[config.mk]
export PLATFORM = sky130hd
export DESIGN_NAME = timed_output_group_driver
export DESIGN_NICKNAME = d
export VERILOG_FILES = /design/src/sv/togd_pkg.sv /design/src/sv/timed_output_group_driver.sv /design/src/sv/togd_chan.sv
export SDC_FILE = /design/constraint.sdc
export NUM_CORES = 1
export LEC_CHECK = 0
export ABC_CLOCK_PERIOD_IN_PS = 2910
export BUFFER_PORTS_ARGS = -buffer_cell sky130_fd_sc_hd__buf_2
export CORE_ASPECT_RATIO = 1.2
export CORE_MARGIN = 10
export CORE_UTILIZATION = 58
export CTS_CLUSTER_DIAMETER = 100
export CTS_CLUSTER_SIZE = 16
export DETAILED_ROUTE_END_ITERATION = 8
export HOLD_SLACK_MARGIN = 0.03
export PLACE_DENSITY = 0.77
export SKIP_CTS_REPAIR_TIMING = 1
export SYNTH_ARGS = -nofsm -noshare
export SYNTH_HDL_FRONTEND = slang
export SYNTH_SLANG_ARGS = --single-unit
[constraint.sdc]
create_clock -name clock -period 2.91 [get_ports clock]
set_input_delay 0.1455 -clock clock [delete_from_list [all_inputs] [get_ports clock]]
set_output_delay 0.1455 -clock clock [all_outputs]
set_load 0.01 [all_outputs]
[src/sv/togd_pkg.sv]
// shared constants, types and reset values for the timed output group driver
package togd_pkg;

   localparam int CHANNELS_DEFAULT = 5;
   localparam int MAX_CHANNELS     = 5;
   localparam int NUM_MODE_REGS    = 5;

   localparam int FUNC_W    = 3;
   localparam int CHANNEL_W = 3;
   localparam int LEVEL_W   = 16;
   localparam int MODE_W    = 8;
   localparam int PINS_W    = 5;
   localparam int ADDR_W    = 5;
   localparam int DATA_W    = 32;
   localparam int REG_IDX_W = 3;

   localparam logic [FUNC_W-1:0] FUNC_TICK      = 3'd0;
   localparam logic [FUNC_W-1:0] FUNC_SET       = 3'd1;
   localparam logic [FUNC_W-1:0] FUNC_GROUP_ON  = 3'd2;
   localparam logic [FUNC_W-1:0] FUNC_GROUP_OFF = 3'd3;
   localparam logic [FUNC_W-1:0] FUNC_COND      = 3'd4;

   localparam logic [MODE_W-1:0] MODE_RESET [NUM_MODE_REGS] =
      '{8'd0, 8'd1, 8'd2, 8'd3, 8'd3};

   // request as seen by one channel cell
   typedef struct packed {
      logic [FUNC_W-1:0]  func;
      logic               hit;      // request targets this channel
      logic               mode_eq;  // channel mode equals mode_match
      logic [LEVEL_W-1:0] level;
   } togd_cmd_type;

endpackage

[src/sv/timed_output_group_driver.sv]
// top level of the timed output group driver
// a request is registered on acceptance; its pin vector enters the result register once that
//    register can take it (empty or rsp_stall low), which raises rsp_valid
// throughput: one request per cycle while rsp_stall is low; the per-channel update is one compare and decrement
// reset: synchronous, pins low, countdowns zero, modes back to their defaults
module timed_output_group_driver #(
   parameter int CHANNELS = togd_pkg::CHANNELS_DEFAULT
) (
   input  logic                             clock,
   input  logic                             reset,
   // request channel
   input  logic                             req_valid,
   output logic                             req_stall,
   input  logic [togd_pkg::FUNC_W-1:0]      req_func,
   input  logic [togd_pkg::CHANNEL_W-1:0]   req_channel,
   input  logic [togd_pkg::LEVEL_W-1:0]     req_level_value,
   input  logic [togd_pkg::MODE_W-1:0]      req_mode_match,
   // result channel
   output logic                             rsp_valid,
   input  logic                             rsp_stall,
   output logic [togd_pkg::PINS_W-1:0]      rsp_pin_vector,
   // register port
   input  logic                             csr_psel,
   input  logic                             csr_penable,
   input  logic                             csr_pwrite,
   input  logic [togd_pkg::ADDR_W-1:0]      csr_paddr,
   input  logic [togd_pkg::DATA_W-1:0]      csr_pwdata,
   output logic [togd_pkg::DATA_W-1:0]      csr_prdata,
   output logic                             csr_pready
);
   import togd_pkg::*;

   // mode registers, one per channel slot, always all five present
   logic [MODE_W-1:0]    mode_ff [NUM_MODE_REGS];
   logic [REG_IDX_W-1:0] csr_idx;
   logic                 csr_wr;

   // input register
   logic                 in_valid_ff;
   logic [FUNC_W-1:0]    func_ff;
   logic [CHANNEL_W-1:0] channel_ff;
   logic [LEVEL_W-1:0]   level_ff;
   logic [MODE_W-1:0]    match_ff;

   // result register
   logic                 out_valid_ff;
   logic [PINS_W-1:0]    pins_out_ff;

   logic                 advance;
   logic                 req_take;

   // register access, word addressed
   assign csr_pready = 1'b1;
   assign csr_idx    = csr_paddr[ADDR_W-1:2];
   assign csr_wr     = csr_psel && csr_penable && csr_pwrite;

   always_ff @(posedge clock) begin
      if (reset) begin
         for (int i = 0; i < NUM_MODE_REGS; i++) mode_ff[i] <= MODE_RESET[i];
      end else if (csr_wr && (csr_idx < REG_IDX_W'(NUM_MODE_REGS))) begin
         mode_ff[csr_idx] <= csr_pwdata[MODE_W-1:0];
      end
   end

   // unmapped addresses read as zero
   always_comb begin
      csr_prdata = '0;
      if (csr_idx < REG_IDX_W'(NUM_MODE_REGS)) csr_prdata = DATA_W'(mode_ff[csr_idx]);
   end

   // the input register empties whenever the result register can take its outcome
   assign advance   = in_valid_ff && (!out_valid_ff || !rsp_stall);
   assign req_stall = in_valid_ff && !advance;
   assign req_take  = req_valid && !req_stall;

   always_ff @(posedge clock) begin
      if (reset) begin
         in_valid_ff <= 1'b0;
      end else if (req_take) begin
         in_valid_ff <= 1'b1;
      end else if (advance) begin
         in_valid_ff <= 1'b0;
      end
   end

   // payload holds no reset
   always_ff @(posedge clock) begin
      if (req_take) begin
         func_ff    <= req_func;
         channel_ff <= req_channel;
         level_ff   <= req_level_value;
         match_ff   <= req_mode_match;
      end
   end

   // channel cells; out-of-range channel numbers hit no cell
   logic [PINS_W-1:0] cell_next;

   for (genvar g = 0; g < PINS_W; g++) begin : g_chan
      if (g < CHANNELS) begin : g_used
         togd_cmd_type cmd;
         assign cmd.func    = func_ff;
         assign cmd.hit     = (channel_ff == CHANNEL_W'(g));
         assign cmd.mode_eq = (mode_ff[g] == match_ff);
         assign cmd.level   = level_ff;

         togd_chan u_chan (
            .clock    (clock),
            .reset    (reset),
            .enable   (advance),
            .cmd      (cmd),
            .pin_next (cell_next[g])
         );
      end else begin : g_unused
         // absent channels stay low
         assign cell_next[g] = 1'b0;
      end
   end

   // result register, doubles as the skid between the two sides
   always_ff @(posedge clock) begin
      if (reset) begin
         out_valid_ff <= 1'b0;
      end else if (advance) begin
         out_valid_ff <= 1'b1;
      end else if (!rsp_stall) begin
         out_valid_ff <= 1'b0;
      end
   end

   always_ff @(posedge clock) begin
      if (advance) pins_out_ff <= cell_next;
   end

   assign rsp_valid      = out_valid_ff;
   assign rsp_pin_vector = pins_out_ff;

endmodule

[src/sv/togd_chan.sv]
// one output channel: pin level and auto-off countdown
module togd_chan (
   input  logic                  clock,
   input  logic                  reset,
   input  logic                  enable,
   input  togd_pkg::togd_cmd_type cmd,
   output logic                  pin_next
);
   import togd_pkg::*;

   logic               pin_ff, pin_in;
   logic [LEVEL_W-1:0] count_ff, count_in;

   always_comb begin
      pin_in   = pin_ff;
      count_in = count_ff;
      unique case (cmd.func)
         FUNC_TICK: begin
            if (count_ff != '0) begin
               count_in = count_ff - LEVEL_W'(1);
               if (count_ff == LEVEL_W'(1)) pin_in = 1'b0;
            end
         end
         FUNC_SET: begin
            if (cmd.hit) begin
               pin_in = (cmd.level != '0);
               if (cmd.level > LEVEL_W'(1)) count_in = cmd.level;
            end
         end
         FUNC_GROUP_ON: begin
            if (cmd.mode_eq) pin_in = 1'b1;
         end
         FUNC_GROUP_OFF: begin
            if (cmd.mode_eq) pin_in = 1'b0;
         end
         FUNC_COND: begin
            if (cmd.hit && cmd.mode_eq) pin_in = (cmd.level != '0);
         end
         default: begin
         end
      endcase
   end

   always_ff @(posedge clock) begin
      if (reset) begin
         pin_ff   <= 1'b0;
         count_ff <= '0;
      end else if (enable) begin
         pin_ff   <= pin_in;
         count_ff <= count_in;
      end
   end

   assign pin_next = pin_in;

endmodule
==> key figures <==
Run status
  – Status: completed

Worst setup path
  – Critical Path End Type: flop
  – Critical Path AT: 3000 ps
  – Max stage delay on crit path: 960 ps
  – Startpoint types: input pin
  – CP Max Fanout: 18
  – Critical path class: in -> reg
  – Reg2Reg Launch Point: in_valid_ff$_SDFFE_PP0P_
  – RR Endpoint: g_chan[2].g_used.u_chan.count_ff[9]$_SDFFE_PP0P_
  – Flop2flop setup slack: approximately 290 ps
  – Crit-path slowest cell: a311oi_2
  – Worst path cell trace: dlygate4sd3_1, buf_2, a21bo_2, nor3_1, o31ai_1, buf_4, a311oi_2, o21ai_0, a21oi_1
  – Worst Path Required: roughly 3300 ps
  – Worst r2r path cells: 7

Cells and area
  – Final nets: around 1.2k
  – Final instance area: 10600 µm²
  – Antenna Diode Count: 0
  – Fillers: 1283
  – Most frequent cells in the layout: a21oi_1 (111), o21ai_0 (111), nor2_1 (95), dfxtp_1 (87), nand2_1 (78)
  – Synthesis-to-layout area growth: 14.1%
  – Layout cell share with drive strength beyond 1: 0.134
  – Non-Filler Instances: ~1.4k

STA
  – Worst slew pin tran: 1130 ps
  – Tmin final: 2650 ps
  – RSZ-0062 raised after global routing: false
  – Fin crit share: 0.909
  – Setup TNS Final: 0 ps
  – Final Max Tran Viols: 0
  – Clock skew: approximately 12 ps
  – Finish-stage setup viols: 0
  – Final hold vios: 0
  – Max Freq: 378 MHz
  – Final WS setup: between 200 and 300 ps
  – Slew HR: 0.244

Pwr
  – Pwr/cell area: 548 nW/µm²
  – Total Power: 0.00579 W
  – Leakage: 3.99 nW
  – Peak supply drop: 406 µV

Logic synthesis
  – Gate Count Post-Synth: 1064
  – Syn avg cell area: 8.71 µm²
  – Number of synthesized flops with an enable pin: 75
  – Yosys cell types: 75
  – Post-synthesis sequential area ratio: 0.431
  – Main synth FF type: dfxtp_1
  – Post-Syn Area: just over 9000 µm²
  – Number of synthesized register bits: 162
  – Ys async rst share: 0
  – Ys Warns: 0

Hold path
  – Hold Path Class: in -> reg
  – Hold Path Depth: 2
  – Hold Startpoint: csr_pwdata[4]
  – Hold EP: mode_ff[1][4]$_SDFFCE_PN0P_

Place
  – Placed insts: 1297
  – Placed inst area: 9680 µm²
  – Port Buffer Count: 62
  – Pre-CTS setup slack: 381 ps
  – DPL Wire Length: about 18000 µm
  – Final GP Congestion: between 0.9 and 1

Floorplan
  – Die Width: approximately 140 µm
  – Core ar.: between 15000 and 20000 µm²
  – FP Rows: 50
  – Starting density of the core: 0.592
  – Die Y: 158 µm
  – IO Count: roughly 110
  – DIE AREA: 21500 µm²

Route
  – Routed Antenna Nets: 0
  – Drt total wl: 26900 µm
  – Via/cell ratio: 6.21
  – Vias: 8446
  – # DRC: 0
  – 1st-pass router iterations: 5
  – Routed len/inst: between 15 and 20 µm
  – Iter 0 DRT Violations: 785

Clock network
  – Clock Path Buffers: 2
  – H-tree levels: 4
  – CTS buffer count: 17
  – Clock-pin slew on the worst setup and hold paths: 70 ps
  – Skew-Pair Late Insertion Delay: 440 ps
  – CTS tree: yes
  – Clk sinks: between 150 and 200
  – Root buffer cell: clkbuf_16

GRT
  – Global-route wire length before repair: 40500 µm
  – Total gr overflow: 0
  – Vias in the first global route: 7722
  – GRT Total Usage: 0.239
  – Antenna violations before repair: 0
  – Largest net degree at the start of global routing: 84

Run
  – Max-cap violations: 0
## cell type report
cell class                 count  area (µm²)  area share
multi-input combinational    816        4820       0.456
sequential                   162        3990       0.378
timing repair buffer         121         846      0.0800
clock buffer                  18         429      0.0406
tap                          208         260      0.0246
clock inverter                14         135      0.0128
inverter                      22        82.6     0.00781
## through the flow
| step | utilization | hold slack, ps |
|---|---|---|
| 2_1_floorplan | - | 244 |
| 3_3_place_gp | 0.619 | 322 |
| 3_5_place_dp | 0.619 | 324 |
| 4_1_cts | 0.655 | -133 |
| 5_1_grt | 0.676 | 72.4 |
| 6_report | 0.676 | 59.8 |
## worst max-delay path by stage
stage / depth (start not counted) / startpoint / slack, ps / to
2_1_floorplan: 2 / rsp_valid$_SDFFE_PP0P_ / 560 / channel_ff[0]$_DFFE_PP_
3_3_place_gp: 7 / in_valid_ff$_SDFFE_PP0P_ / 460 / g_chan[2].g_used.u_chan.count_ff[5]$_SDFFE_PP0P_
3_5_place_dp: 5 / channel_ff[1]$_DFFE_PP_ / 380 / g_chan[1].g_used.u_chan.count_ff[12]$_SDFFE_PP0P_
4_1_cts: 7 / in_valid_ff$_SDFFE_PP0P_ / 320 / g_chan[2].g_used.u_chan.count_ff[9]$_SDFFE_PP0P_
5_1_grt: 7 / in_valid_ff$_SDFFE_PP0P_ / 70 / g_chan[2].g_used.u_chan.count_ff[5]$_SDFFE_PP0P_
6_report: 9 / rsp_stall / 260 / g_chan[2].g_used.u_chan.count_ff[9]$_SDFFE_PP0P_
## synthesized netlist by cell type, drive strengths merged (3+ instances only)
library cell,n,share of area
a22oi,15,0.012
a21oi,113,0.062
o22ai,9,0.0061
and2,40,0.027
nor4,39,0.029
o32ai,3,0.0028
o21ai,123,0.069
o31ai,6,0.0049
a311oi,12,0.014
nor2,95,0.038
nor2b,5,0.0034
and4,3,0.0028
buf,42,0.032
nand4,12,0.0081
nand2,78,0.032
xor2,24,0.023
edfxtp,75,0.24
ha,15,0.020
dfxtp,87,0.19
mux2,7,0.0085
or4,6,0.0057
nand2b,6,0.0041
nor3b,12,0.010
and3,15,0.010
a311o,3,0.0035
nand3,15,0.0081
a21o,18,0.015
a31oi,14,0.0095
or3,11,0.0074
inv,22,0.0089
xnor2,16,0.015
nor3,42,0.025
clkbuf,45,0.018
## where the power goes
part | leakage (nW) | internal (W) | total [W] | switching [W]
sequential | 1.43 | 0.00248 | 0.00259 | 0.000103
clock | 0.278 | 0.00114 | 0.00219 | 0.00105
combinational | 2.28 | 0.000415 | 0.00102 | 0.000603
total | 3.99 | 0.00404 | 0.00579 | 0.00175
## kinds of logic after synthesis
group           Yosys count  share of synthesized area
simple gates            391                      0.222
compound gates          337                      0.218
fa+ha+maj                15                     0.0203
flops                   162                      0.431
other cells               2                   0.000811
buf+inv                 109                     0.0589
mux                       8                     0.0109
xor+xnor                 40                     0.0378
## layer usage
layer  up-vias  routed length [µm]  global-route usage
li1       4019                   -                   -
met1      3943               10100               0.272
met2       395               13800               0.418
met3        89                1820              0.0454
met4         0                1160               0.120
met5         -                   0                   0
## worst max-delay path: cells and delay by family
kind | cells | cell delay (ps)
compound gates | 5 | 1820
buf+inv | 3 | 880
simple gates | 1 | 150
## sequential cells by signal, summed over array words and instances (netlist names)
| name | count |
|---|---|
| rsp_valid | 1 |
| mode_ff | 40 |
| channel_ff | 3 |
| g_chan.g_used.u_chan.count_ff | 80 |
| func_ff | 3 |
| in_valid_ff | 1 |
| g_chan.g_used.u_chan.pin_ff | 5 |
| match_ff | 8 |
| level_ff | 16 |
| rsp_pin_vector | 5 |
No activity file was read; power rests on OpenSTA's default activity.
